[src/sv/vec3_pkg.sv]
package vec3_pkg;

    // operation codes
    localparam logic [3:0] OP_ADD       = 4'd0;
    localparam logic [3:0] OP_SUB       = 4'd1;
    localparam logic [3:0] OP_NEG       = 4'd2;
    localparam logic [3:0] OP_SCALE     = 4'd3;
    localparam logic [3:0] OP_DOT       = 4'd4;
    localparam logic [3:0] OP_CROSS     = 4'd5;
    localparam logic [3:0] OP_NORM2     = 4'd6;
    localparam logic [3:0] OP_NORM      = 4'd7;
    localparam logic [3:0] OP_NORMALIZE = 4'd8;
    localparam logic [3:0] OP_EQUAL     = 4'd9;

    // status codes
    localparam logic [1:0] ST_OK   = 2'd0;
    localparam logic [1:0] ST_SAT  = 2'd1;
    localparam logic [1:0] ST_ZERO = 2'd2;
    localparam logic [1:0] ST_XDIM = 2'd3;

    // configuration register indexes
    localparam logic CFG_DIM = 1'b0;
    localparam logic CFG_TOL = 1'b1;

    // square root steps, one result bit each
    localparam int SQ_STEPS = 32;

    localparam logic signed [66:0] SAT_MAX = 67'sh7FFF_FFFF;
    localparam logic signed [66:0] SAT_MIN = -67'sh8000_0000;

    typedef struct packed {
        logic [3:0]         op;
        logic signed [31:0] a_x;
        logic signed [31:0] a_y;
        logic signed [31:0] a_z;
        logic signed [31:0] b_x;
        logic signed [31:0] b_y;
        logic signed [31:0] b_z;
        logic signed [31:0] scale_factor;
    } req_t;

    typedef struct packed {
        logic signed [31:0] r_x;
        logic signed [31:0] r_y;
        logic signed [31:0] r_z;
        logic signed [31:0] r_scalar;
        logic               is_equal;
        logic [1:0]         status;
    } rsp_t;

    // per-lane products and elementwise results
    typedef struct packed {
        logic signed [31:0] vec;
        logic               vsat;
        logic               eq;
        logic signed [63:0] p;
        logic signed [63:0] q;
        logic [31:0]        mag;
        logic               neg;
    } lane_t;

    // merged result carried alongside the root and divide pipelines
    typedef struct packed {
        logic [3:0]       op;
        logic [2:0][31:0] vec;
        logic [31:0]      scalar;
        logic             eq;
        logic             sat;
        logic [1:0]       err;
        logic [2:0][31:0] mag;
        logic [2:0]       neg;
    } side_t;

    // saturate to 32 bits, flag in the top bit
    function automatic logic [32:0] sat32(input logic signed [66:0] v);
        logic [32:0] res;
        if (v > SAT_MAX)
        begin
            res = {1'b1, 32'h7FFF_FFFF};
        end
        else if (v < SAT_MIN)
        begin
            res = {1'b1, 32'h8000_0000};
        end
        else
        begin
            res = {1'b0, v[31:0]};
        end
        return res;
    endfunction

endpackage

[src/sv/vec3_sqrt.sv]
module vec3_sqrt (
    input  logic                          clk,
    input  logic [vec3_pkg::SQ_STEPS-1:0] en,
    input  logic [63:0]                   ss,
    output logic [32:0]                   root
);

    localparam int LAST = vec3_pkg::SQ_STEPS - 1;

    logic [63:0] x_reg [vec3_pkg::SQ_STEPS];
    logic [63:0] r_reg [vec3_pkg::SQ_STEPS];

    // one result bit per stage
    for (genvar j = 0; j < vec3_pkg::SQ_STEPS; j++)
    begin : g_step
        localparam logic [63:0] BITV = 64'd1 << (62 - 2 * j);
        logic [63:0] x_in;
        logic [63:0] r_in;
        logic [64:0] trial;

        if (j == 0)
        begin : g_first
            assign x_in = ss;
            assign r_in = '0;
        end
        else
        begin : g_rest
            assign x_in = x_reg[j-1];
            assign r_in = r_reg[j-1];
        end

        assign trial = {1'b0, r_in} + {1'b0, BITV};

        always_ff @(posedge clk)
        begin
            if (en[j])
            begin
                if ({1'b0, x_in} >= trial)
                begin
                    x_reg[j] <= x_in - trial[63:0];
                    r_reg[j] <= (r_in >> 1) + BITV;
                end
                else
                begin
                    x_reg[j] <= x_in;
                    r_reg[j] <= r_in >> 1;
                end
            end
        end
    end

    // round to nearest: remainder above root bumps it
    assign root = 33'(r_reg[LAST]) + 33'(x_reg[LAST] > r_reg[LAST]);

endmodule

[config.mk]
export PLATFORM = sky130hd
export DESIGN_NAME = vec3_sqrt
export DESIGN_NICKNAME = d
export VERILOG_FILES = /design/src/sv/vec3_pkg.sv /design/src/sv/vec3_sqrt.sv
export SDC_FILE = /design/constraint.sdc
export NUM_CORES = 2
export LEC_CHECK = 0
export ABC_CLOCK_PERIOD_IN_PS = 4600
export BUFFER_PORTS_ARGS = -buffer_cell sky130_fd_sc_hd__buf_2
export CAP_MARGIN = 5
export CORE_UTILIZATION = 39
export DETAILED_ROUTE_END_ITERATION = 12
export SETUP_SLACK_MARGIN = 0.4
export SLEW_MARGIN = 0
export SYNTH_ARGS = -nofsm -noshare
export SYNTH_HDL_FRONTEND = slang
export SYNTH_SLANG_ARGS = --single-unit
export TNS_END_PERCENT = 10
[constraint.sdc]
create_clock -name clk -period 4.6 [get_ports clk]
set_input_delay 0.46 -clock clk [delete_from_list [all_inputs] [get_ports clk]]
set_output_delay 0.46 -clock clk [all_outputs]
set_load 0.02 [all_outputs]
==> flow_summary.json <==
{
  "worstPathRequired_ns": 4.14,
  "area_growth_pct": 13.5,
  "synthesis.nets": 11100,
  "clkLatencyLatePin_ns": 0.92,
  "num-nets-final": 11500,
  "endpoint_kind": "output port",
  "synthArstFlopShare": 0,
  "start_util": 0.392,
  "path_max_fanout": 3,
  "antenna_left": 0,
  "portBuffers": 129,
  "fmax_mhz": 220,
  "period_share": 0.990,
  "synth_area_leaders": "edfxtp_1, ha_1, xnor2_1",
  "syn-instance-count": 10400,
  "coreArea_um2": 324000,
  "drcViolationCount": 12,
  "synthFlopType": "edfxtp_1",
  "grt_overflow_total": 0,
  "drt-initial-drc-count": 7023,
  "syn_avg_cell_area_um2": 12.2,
  "violations": "design-rule violations",
  "hold_class": "primary input to flop",
  "grt_pass1_wl_um": 512000,
  "post_dp_cell_area_um2": 134000,
  "crit_slowest_cell": "edfxtp_1",
  "critPathLaunchType": "flop",
  "p_leak_nw": 53.5,
  "largest_reg_flops": 2048,
  "path_clk_slew_ns": 0.06,
  "path_delay_family": "compound AO/OA/AOI/OAI gates",
  "ys_seq_area_frac": 0.609,
  "num-fill-cells": 29300,
  "ios": 130,
  "synth_edf_count": 2576,
  "grt_max_degree": 89,
  "slew_headroom": 0.175,
  "power.switching_w": 0.0215,
  "status": "complete, but fails checks",
  "maxCapViolations": 0,
  "peakVddDrop_mv": 0.386,
  "cts-root-buf": "clkbuf_16",
  "layout_min_cycle_time_ns": 4.56,
  "seq_power_share": 0.461,
  "switching_share": 0.304,
  "reg2reg_depth": 10,
  "clkSinkCount": 2576,
  "setup_viol": 0,
  "syn_area_um2": 127000,
  "cts_buffers": 289,
  "drive_above_1_share": 0.0863,
  "holdWs_ns": 0.0705,
  "multiInputGateArea_um2": 46400,
  "ys_types": 111,
  "cp_data_arrival_time_ns": 4.10,
  "path_buf_inv": 4,
  "antenna_found_initial": 9,
  "grt_use_total": 0.202,
  "first_global_vias": 83400,
  "r2r_end": "x_reg[1][959]$_DFFE_PP_",
  "ys_ff_latch": 2576,
  "synth_top_cell_by_area": "edfxtp_1",
  "synth_top_area_frac": 0.609,
  "hp-start": "en[27]",
  "power.internal_w": 0.0492,
  "timing.rr.start": "x_reg[1][842]$_DFFE_PP_",
  "clock_path_buffers": 4,
  "path_cells": "inv_1 -> ha_1 -> a21o_1 -> a21o_1 -> a21oi_1 -> o221ai_1 -> a21oi_1 -> o21ai_1 -> buf_4 -> ha_4 -> ha_4 -> nand3_4 -> nor2_4 -> and3_4 -> nand4_1 -> buf_6 -> nor2_4 -> xnor2_1 -> buf_4",
  "finalHoldViolations": 0,
  "vias": 84100,
  "wl_um": 339000,
  "min_delay_worst_endpoint": "x_reg[1][724]$_DFFE_PP_",
  "fp.dieArea_um2": 328000,
  "yosysWarnings": 0,
  "die_h_um": 573,
  "slew_violations": 0,
  "finish.instance_area_um2": 144000,
  "htree_levels": 5,
  "first_pass_iters": 12,
  "p_per_area_nw_per_um2": 490,
  "regArea_um2": 77400,
  "dp_hpwl_um": 262000,
  "rsz0062_at_grt": "true",
  "r2r_setup_slack_ns": 0.33,
  "max_stage_delay_ns": 0.44,
  "fp.dieW_um": 573,
  "row_count": 209,
  "worst_clock_skew_ns": 0.0723,
  "p_clk_frac": 0.323,
  "via_per_inst": 5.47,
  "place_congestion": 0.940,
  "combPwrFrac": 0.216,
  "worstMarginPinSlew_ns": 1.23,
  "cts_tree": "yes",
  "min_path_cells": 1,
  "wl_per_cell_um": 22.1,
  "critPathKind": "flop to output port"
}
## per-stage QoR
stage / cells / setup TNS [ns] / util / total power, W / worst slack (ns)
3_5_place_dp: 14800 / 0 / 0.412 / 0.0480 / 0.283
6_report: 15400 / 0 / 0.445 / 0.0707 / 0.0448
4_1_cts: 15400 / -0.00229 / 0.444 / 0.0711 / -0.00229
3_3_place_gp: 14800 / 0 / 0.412 / 0.0479 / 0.262
2_1_floorplan: 10400 / 0 / - / 0.0427 / 0.799
5_1_grt: 15400 / -0.899 / 0.445 / 0.0739 / -0.179
## power by group through the flow
stage	registers, W	clock network [W]	logic [W]
after CTS	0.0326	0.0233	0.0152
after global routing	0.0328	0.0242	0.0169
after floorplan	0.0316	0	0.0112
after global placement	0.0330	0	0.0149
final	0.0325	0.0228	0.0153
after detailed placement	0.0330	0	0.0150
## logic make-up after synthesis
logic type                 Yosys count  share of synthesized area
DFF                               2576                      0.609
AOI/OAI and AO/OA                 1998                     0.0987
buffers and inverters              976                     0.0292
and+or+nand+nor                   3192                      0.132
xor gates and xnor gates           960                     0.0662
adders and majority gates          594                     0.0585
muxes                               84                    0.00723
## layout by cell type (no fill, tap or decap), drive strengths merged, types with 72 or more instances in the layout
master,synthesis,routed
or3,117,117
edfxtp,2576,2576
a21oi,512,512
nand3,188,188
o21a,87,87
o21ai,632,632
inv,736,753
nor2,538,538
xor2,464,464
dlygate4sd3,0,81
clkbuf,206,346
nor3,289,289
nand2,834,834
a21o,270,270
or4,72,72
ha,594,594
xnor2,496,496
nand4,166,166
nor2b,75,75
nor4,407,407
buf,34,309
nand2b,140,140
clkinv,0,105
## synth_stat cells (all sizes together) (56+ instances only)
cell type  instances
nor2             538
inv              736
ha               594
nor2b             75
o31ai             56
o21ai            632
mux2              62
o21a              87
nor4             407
nand3            188
nand2            834
or4               72
nand2b           140
edfxtp          2576
xor2             464
a21o             270
clkbuf           206
nand4            166
a21oi            512
and3              62
nor3             289
xnor2            496
or3              117
## worst max path at each step
| stage | slack (ns) | to | from | cells past startpoint |
|---|---|---|---|---|
| floorplan | 0.80 | root[32] | r_reg[1][961]$_DFFE_PP_ | 18 |
| global route | -0.18 | root[30] | r_reg[1][965]$_DFFE_PP_ | 21 |
| finish | 0.04 | root[30] | r_reg[1][977]$_DFFE_PP_ | 19 |
| global placement | 0.26 | root[29] | r_reg[1][961]$_DFFE_PP_ | 22 |
| detailed placement | 0.28 | x_reg[1][189]$_DFFE_PP_ | x_reg[1][114]$_DFFE_PP_ | 10 |
| CTS | -0.002 | root[26] | r_reg[1][969]$_DFFE_PP_ | 21 |
## layer usage
metal  share of wire  global-route usage  vias to the layer above
met5               0                   0                        -
met4           0.036              0.0724                        0
met3           0.044              0.0218                      629
met2            0.51               0.367                     2354
met1            0.41               0.246                    41300
li1                -                   -                    39800
## repair_timing
item	CTS	global route
setup endpoints to repair	36	93
resized for setup	54	33
buffers inserted	9	7
hold endpoints to repair	223	0
hold buffers	81	0
pin swaps	30	25
## layout make-up
type                            count  share of cell area
Sequential cell                  2576               0.536
Timing Repair Buffer              390              0.0207
Multi-Input combinational cell   6828               0.322
Inverter                          736              0.0191
Antenna cell                        4           0.0000694
Clock buffer                      346              0.0525
Tap cell                         4325              0.0375
Clock inverter                    165              0.0122
Note: power is estimated with default switching activity, not from simulation.
