## config.mk

```make
export PLATFORM = sky130hd
export DESIGN_NAME = vec3_merge
export DESIGN_NICKNAME = d
export VERILOG_FILES = /design/src/sv/vec3_pkg.sv /design/src/sv/vec3_merge.sv
export SDC_FILE = /design/constraint.sdc
export NUM_CORES = 2
export LEC_CHECK = 0
export ABC_CLOCK_PERIOD_IN_PS = 7500
export BUFFER_PORTS_ARGS = -buffer_cell sky130_fd_sc_hd__buf_2
export CAP_MARGIN = 20
export CORE_AREA = 2 2 346 348
export DETAILED_ROUTE_END_ITERATION = 10
export DIE_AREA = 0 0 348 350
export PLACE_DENSITY = 0.58
export SLEW_MARGIN = 15
export SYNTH_ARGS = -nofsm -noshare
export SYNTH_HDL_FRONTEND = slang
export SYNTH_SLANG_ARGS = --single-unit
```

## constraint.sdc

```tcl
create_clock -name clk -period 7.5 [get_ports clk]
set_input_delay 2.25 -clock clk [delete_from_list [all_inputs] [get_ports clk]]
set_output_delay 2.25 -clock clk [all_outputs]
set_load 0.01 [all_outputs]
```

## src/sv/vec3_pkg.sv

```systemverilog
package vec3_pkg;

    // operation codes
    localparam logic [3:0] OP_ADD       = 4'd0;
    localparam logic [3:0] OP_SUB       = 4'd1;
    localparam logic [3:0] OP_NEG       = 4'd2;
    localparam logic [3:0] OP_SCALE     = 4'd3;
    localparam logic [3:0] OP_DOT       = 4'd4;
    localparam logic [3:0] OP_CROSS     = 4'd5;
    localparam logic [3:0] OP_NORM2     = 4'd6;
    localparam logic [3:0] OP_NORM      = 4'd7;
    localparam logic [3:0] OP_NORMALIZE = 4'd8;
    localparam logic [3:0] OP_EQUAL     = 4'd9;

    // status codes
    localparam logic [1:0] ST_OK   = 2'd0;
    localparam logic [1:0] ST_SAT  = 2'd1;
    localparam logic [1:0] ST_ZERO = 2'd2;
    localparam logic [1:0] ST_XDIM = 2'd3;

    // configuration register indexes
    localparam logic CFG_DIM = 1'b0;
    localparam logic CFG_TOL = 1'b1;

    // square root steps, one result bit each
    localparam int SQ_STEPS = 32;

    localparam logic signed [66:0] SAT_MAX = 67'sh7FFF_FFFF;
    localparam logic signed [66:0] SAT_MIN = -67'sh8000_0000;

    typedef struct packed {
        logic [3:0]         op;
        logic signed [31:0] a_x;
        logic signed [31:0] a_y;
        logic signed [31:0] a_z;
        logic signed [31:0] b_x;
        logic signed [31:0] b_y;
        logic signed [31:0] b_z;
        logic signed [31:0] scale_factor;
    } req_t;

    typedef struct packed {
        logic signed [31:0] r_x;
        logic signed [31:0] r_y;
        logic signed [31:0] r_z;
        logic signed [31:0] r_scalar;
        logic               is_equal;
        logic [1:0]         status;
    } rsp_t;

    // per-lane products and elementwise results
    typedef struct packed {
        logic signed [31:0] vec;
        logic               vsat;
        logic               eq;
        logic signed [63:0] p;
        logic signed [63:0] q;
        logic [31:0]        mag;
        logic               neg;
    } lane_t;

    // merged result carried alongside the root and divide pipelines
    typedef struct packed {
        logic [3:0]       op;
        logic [2:0][31:0] vec;
        logic [31:0]      scalar;
        logic             eq;
        logic             sat;
        logic [1:0]       err;
        logic [2:0][31:0] mag;
        logic [2:0]       neg;
    } side_t;

    // saturate to 32 bits, flag in the top bit
    function automatic logic [32:0] sat32(input logic signed [66:0] v);
        logic [32:0] res;
        if (v > SAT_MAX)
        begin
            res = {1'b1, 32'h7FFF_FFFF};
        end
        else if (v < SAT_MIN)
        begin
            res = {1'b1, 32'h8000_0000};
        end
        else
        begin
            res = {1'b0, v[31:0]};
        end
        return res;
    endfunction

endpackage

```

## src/sv/vec3_merge.sv

```systemverilog
module vec3_merge #(
    parameter int FRAC_BITS = 16
) (
    input  logic                   clk,
    input  logic                   en,
    input  logic [3:0]             op,
    input  logic                   xok,
    input  vec3_pkg::lane_t [2:0]  lanes,
    output vec3_pkg::side_t        side,
    output logic [63:0]            ss
);

    localparam logic signed [66:0] HALF = 67'sd1 <<< (FRAC_BITS - 1);

    vec3_pkg::side_t    side_reg;
    vec3_pkg::side_t    side_next;
    logic [63:0]        ss_reg;
    logic signed [66:0] ltot;
    logic [32:0]        tot;
    logic [2:0][32:0]   sc;
    logic [2:0][32:0]   cr;

    function automatic logic signed [66:0] rnd(input logic signed [66:0] v);
        return (v + HALF) >>> FRAC_BITS;
    endfunction

    // rounded products and sums
    always_comb
    begin
        ltot = 67'(lanes[0].p) + 67'(lanes[1].p) + 67'(lanes[2].p);
        tot  = vec3_pkg::sat32(rnd(ltot));
        for (int i = 0; i < 3; i++)
        begin
            sc[i] = vec3_pkg::sat32(rnd(67'(lanes[i].p)));
            cr[i] = vec3_pkg::sat32(rnd(67'(lanes[i].p) - 67'(lanes[i].q)));
        end
    end

    // pick results by op
    always_comb
    begin
        side_next.op     = op;
        side_next.vec    = '0;
        side_next.scalar = '0;
        side_next.eq     = 1'b0;
        side_next.sat    = 1'b0;
        side_next.err    = vec3_pkg::ST_OK;
        for (int i = 0; i < 3; i++)
        begin
            side_next.mag[i] = lanes[i].mag;
            side_next.neg[i] = lanes[i].neg;
        end
        case (op)
            vec3_pkg::OP_ADD, vec3_pkg::OP_SUB, vec3_pkg::OP_NEG:
            begin
                for (int i = 0; i < 3; i++)
                begin
                    side_next.vec[i] = lanes[i].vec;
                end
                side_next.sat = lanes[0].vsat | lanes[1].vsat | lanes[2].vsat;
            end
            vec3_pkg::OP_SCALE:
            begin
                for (int i = 0; i < 3; i++)
                begin
                    side_next.vec[i] = sc[i][31:0];
                end
                side_next.sat = sc[0][32] | sc[1][32] | sc[2][32];
            end
            vec3_pkg::OP_DOT, vec3_pkg::OP_NORM2:
            begin
                side_next.scalar = tot[31:0];
                side_next.sat    = tot[32];
            end
            vec3_pkg::OP_CROSS:
            begin
                if (!xok)
                begin
                    side_next.err = vec3_pkg::ST_XDIM;
                end
                else
                begin
                    for (int i = 0; i < 3; i++)
                    begin
                        side_next.vec[i] = cr[i][31:0];
                    end
                    side_next.sat = cr[0][32] | cr[1][32] | cr[2][32];
                end
            end
            vec3_pkg::OP_NORMALIZE:
            begin
                if (ltot == '0)
                begin
                    side_next.err = vec3_pkg::ST_ZERO;
                end
            end
            vec3_pkg::OP_EQUAL:
            begin
                side_next.eq = lanes[0].eq & lanes[1].eq & lanes[2].eq;
            end
            default:
            begin
            end
        endcase
    end

    always_ff @(posedge clk)
    begin
        if (en)
        begin
            side_reg <= side_next;
            ss_reg   <= ltot[63:0];
        end
    end

    assign side = side_reg;
    assign ss   = ss_reg;

endmodule

```

==> results.md <==
- Synth area leader: edfxtp_1
- RSZ-0062 raised after global routing: false
- Final Max Tran Viols: 0
- Final Hold Fails: 0
- Root Buffer: clkbuf_16
- Xor and xnor area share after synthesis: 7.368%
- Top routing layer in use: met5
- Vias: 41,305
- Final nets: 6,770
- Largest register FFs: 235
- Metal3 WL: 18.08 mm
- Htree depth: 2
- Die height: 350 um
- Register area: 0.008979 sq mm
- Die width: 348 um
- Setup TNS: 0 ns
- Die area: 0.1218 sq mm
- First-pass DRT Iterations: 6
- Iter 0 DRT Violations: 3,836
- Placed inst area: 0.04662 sq mm
- CTS tree: built
- Initial core utilization: 31.03%
- Sequential power share: 23.2%
- Rows: 126
- CP Data Required Time: 7.83 ns
- Post-Synth Adder-Cell Area: 18.83%
- DR WL met2: 93.19 mm
- Remaining Overflow, GRT: 0
- Largest cells by area after synthesis: edfxtp_1 (25%), ha_1 (15%), a21oi_1 (5.5%), xnor2_1 (4.2%), o21ai_0 (4.0%)
- Period utilization: 97.83%
- Share of cells above drive strength 1: 28.71%
- CP Data Arrival Time: 7.67 ns
- Syn_nets: 5,456
- DRC violations left: 0
- Vias in the first global route: 40,177
- # fillers: 12,142
- IO Pins: 891
- Pin count of the biggest net entering global routing: 112
- Synthesized area: 0.03655 sq mm
- Yosys warns: 0
- Sink Count: 299
- Yosys top cell area share: 24.57%
- Post-DP HPWL: 174.6 mm
- Post-synthesis sequential area ratio: 24.57%
- Post-route ant nets: 0
- Cts bufs inserted: 41
- Setup Viol. Count Final: 0
- EDFF count, synth: 299
- Initial antenna violation count: 46
- Pwr Density: 202.3 mW/mm^2
- Routed Wire Length: 201.1 mm
- Cell variety after synth: 120
- Port buffer count: 890
- Core ar.: 0.1178 sq mm
- Int Pwr: 5.426 mW
- Max Root-Sink Buffers: 3
- Synth Area in Compound Gates: 24.58%
- Status: complete, no violations
- Hold/Removal Path Class: in2reg
- Via/cell ratio: 5.695
- Area of the multi-input gates: 0.02576 sq mm
- Post-route cell area: 0.04807 sq mm
- Metal-1 WL: 81.25 mm
- CP max FO: 25
- Post-synthesis simple-gate area fraction: 19.13%
- Hold_buf cts: 0
- Psw: 4.296 mW
- Startpoint types: primary input
- Final GP Congestion: 1.024
- Synth async-reset ratio: 0%
- Clock slew at reported path FFs: 0.06 ns
- Worst hold path cell count: 1
- Largest family of logic cells by synthesized area: compound AO/OA/AOI/OAI gates
- First-pass GRT wire length: 280.2 mm
- Leakage: 21.77 nW
- Wire length per cell: 27.73 um
- MaxCap Viol Count: 0
- Total track usage: 31.59%
- Fmax: 136.3 MHz
- Top FF cell, synth: edfxtp_1
- Flops & latches, synth: 299
- Final min period: 7.337 ns
- Combinational share of power: 55.0%
- Sw Share: 44.19%
- Worst slew margin: 40.86%
- CP Capture Type: flip-flop
- Max IR drop VDD: 0.0001491 V
- Clock power share: 21.8%
- CP Class: in2reg
- Synth Instances: 4,353
- Worst Max-Slew Pin Slew: 0.8872 ns
- Multiplexer share of the synthesized area: 0.4006%
- Synth Area per Inst: 8.395 sq um
- Area Overhead vs Synth: 31.53%
-- power by group through the flow --
stage               Clock [mW]  Sequential [mW]  Combinational [mW]
floorplan                    0             2.34                2.66
global placement             0             2.29                5.24
detailed placement           0             2.29                5.24
CTS                       2.16             2.26                5.27
global route              2.21             2.26                5.72
finish                    2.12             2.25                5.35
-- metrics by stage --
stage	hold WS (ns)	utilization (%)	total power [mW]	setup WS (ns)	cells
final	1.783	40.82	9.722	0.1628	7253
after global routing	1.771	40.80	10.19	0.08070	7246
after CTS	1.760	40.77	9.689	0.2665	7234
after detailed placement	2.428	39.59	7.530	-0.3257	7160
after global placement	2.427	39.59	7.535	-0.4790	7160
after floorplan	2.349	-	4.997	0.2723	4353
-- final cells by class --
class	count	area share (%)
repair buffers	1439	18.38
clock buffers	46	2.174
flip-flops and latches	299	18.68
multi-input cells	3585	53.59
diodes	19	0.09892
inverters	301	2.351
well taps	1536	3.998
clock inverters	28	0.7211
-- per-layer routing --
metal	track usage, %	up-vias
li1	-	18928
met5	0	-
met3	7.038	386
met1	39.37	19950
met2	53.12	2009
met4	11.94	32
-- critical path, stage by stage --
cell and delay (ns):
buf_2 0.20, inv_1 0.07, ha_1 0.27, inv_1 0.04, ha_1 0.36, nand4_1 0.18, nor4_1 0.32, a32o_1 0.23
o211ai_1 0.08, buf_4 0.19, a21oi_1 0.33, o21ai_1 0.18, a2111o_1 0.48, a21oi_1 0.26, a21oi_1 0.17, o31ai_1 0.29
a211oi_1 0.09, a31o_2 0.25, a31oi_2 0.42, buf_4 0.23, buf_12 0.17, a21oi_1 0.05, o21ai_0 0.52
-- cell usage in the layout, fill, tap and decap left out, drive strengths merged, types with 134 or more instances in the layout --
master	synthesis	final
nand2	374	374
xnor2	179	179
nor2	292	292
a21oi	412	412
nand3	141	141
ha	446	446
inv	301	302
buf	36	1439
o21ai	349	349
nand4	134	134
edfxtp	299	299
-- path summary, 6_finish.rpt --
| kind | start | end | slack, ns |
|---|---|---|---|
| max | lanes[307] | side[186] | 0.16 |
| min | lanes[15] | side[17] | 1.78 |
-- cells in the mapped netlist, types with 8 or more instances --
cell type,n
or2_2,21
a31oi_1,38
o21ai_1,31
a211o_1,16
nand2b_1,37
or3_1,33
nor4_1,46
o41ai_1,8
a2111oi_0,14
o2111ai_1,20
clkbuf_1,131
o21a_1,41
o21bai_1,46
or4_1,12
nor3_1,98
edfxtp_1,299
nand4_1,128
and3_1,63
o31ai_1,19
nand3_1,139
a22oi_1,37
a221oi_1,34
inv_1,298
nor4b_1,8
buf_2,22
nor2b_1,27
o211ai_1,59
xnor2_1,176
o21ai_0,294
a21o_1,104
a21oi_1,405
a311oi_1,9
and4_1,22
a211oi_1,40
o22ai_1,13
nor2_1,291
mux2i_1,9
nand2_1,374
ha_1,446
fa_1,65
o21ai_2,23
xor2_1,124
and2_1,34
o31a_1,8
-- what timing repair did --
action,CTS,global route
setup buffers,0,0
endpoints found under the setup margin,0,5
resized for setup,0,1
-- cell families (layout without fill, tap and decap cells) --
group / Yosys count / count (layout)
and+or+nand+nor: 1384 / 1384
AOI/OAI and AO/OA: 1372 / 1372
adders and majority gates: 511 / 511
buffers and inverters: 469 / 1814
xor gates and xnor gates: 304 / 304
DFF: 299 / 299
muxes: 14 / 14
other: 0 / 19
Note: power is estimated with default switching activity, not from simulation.
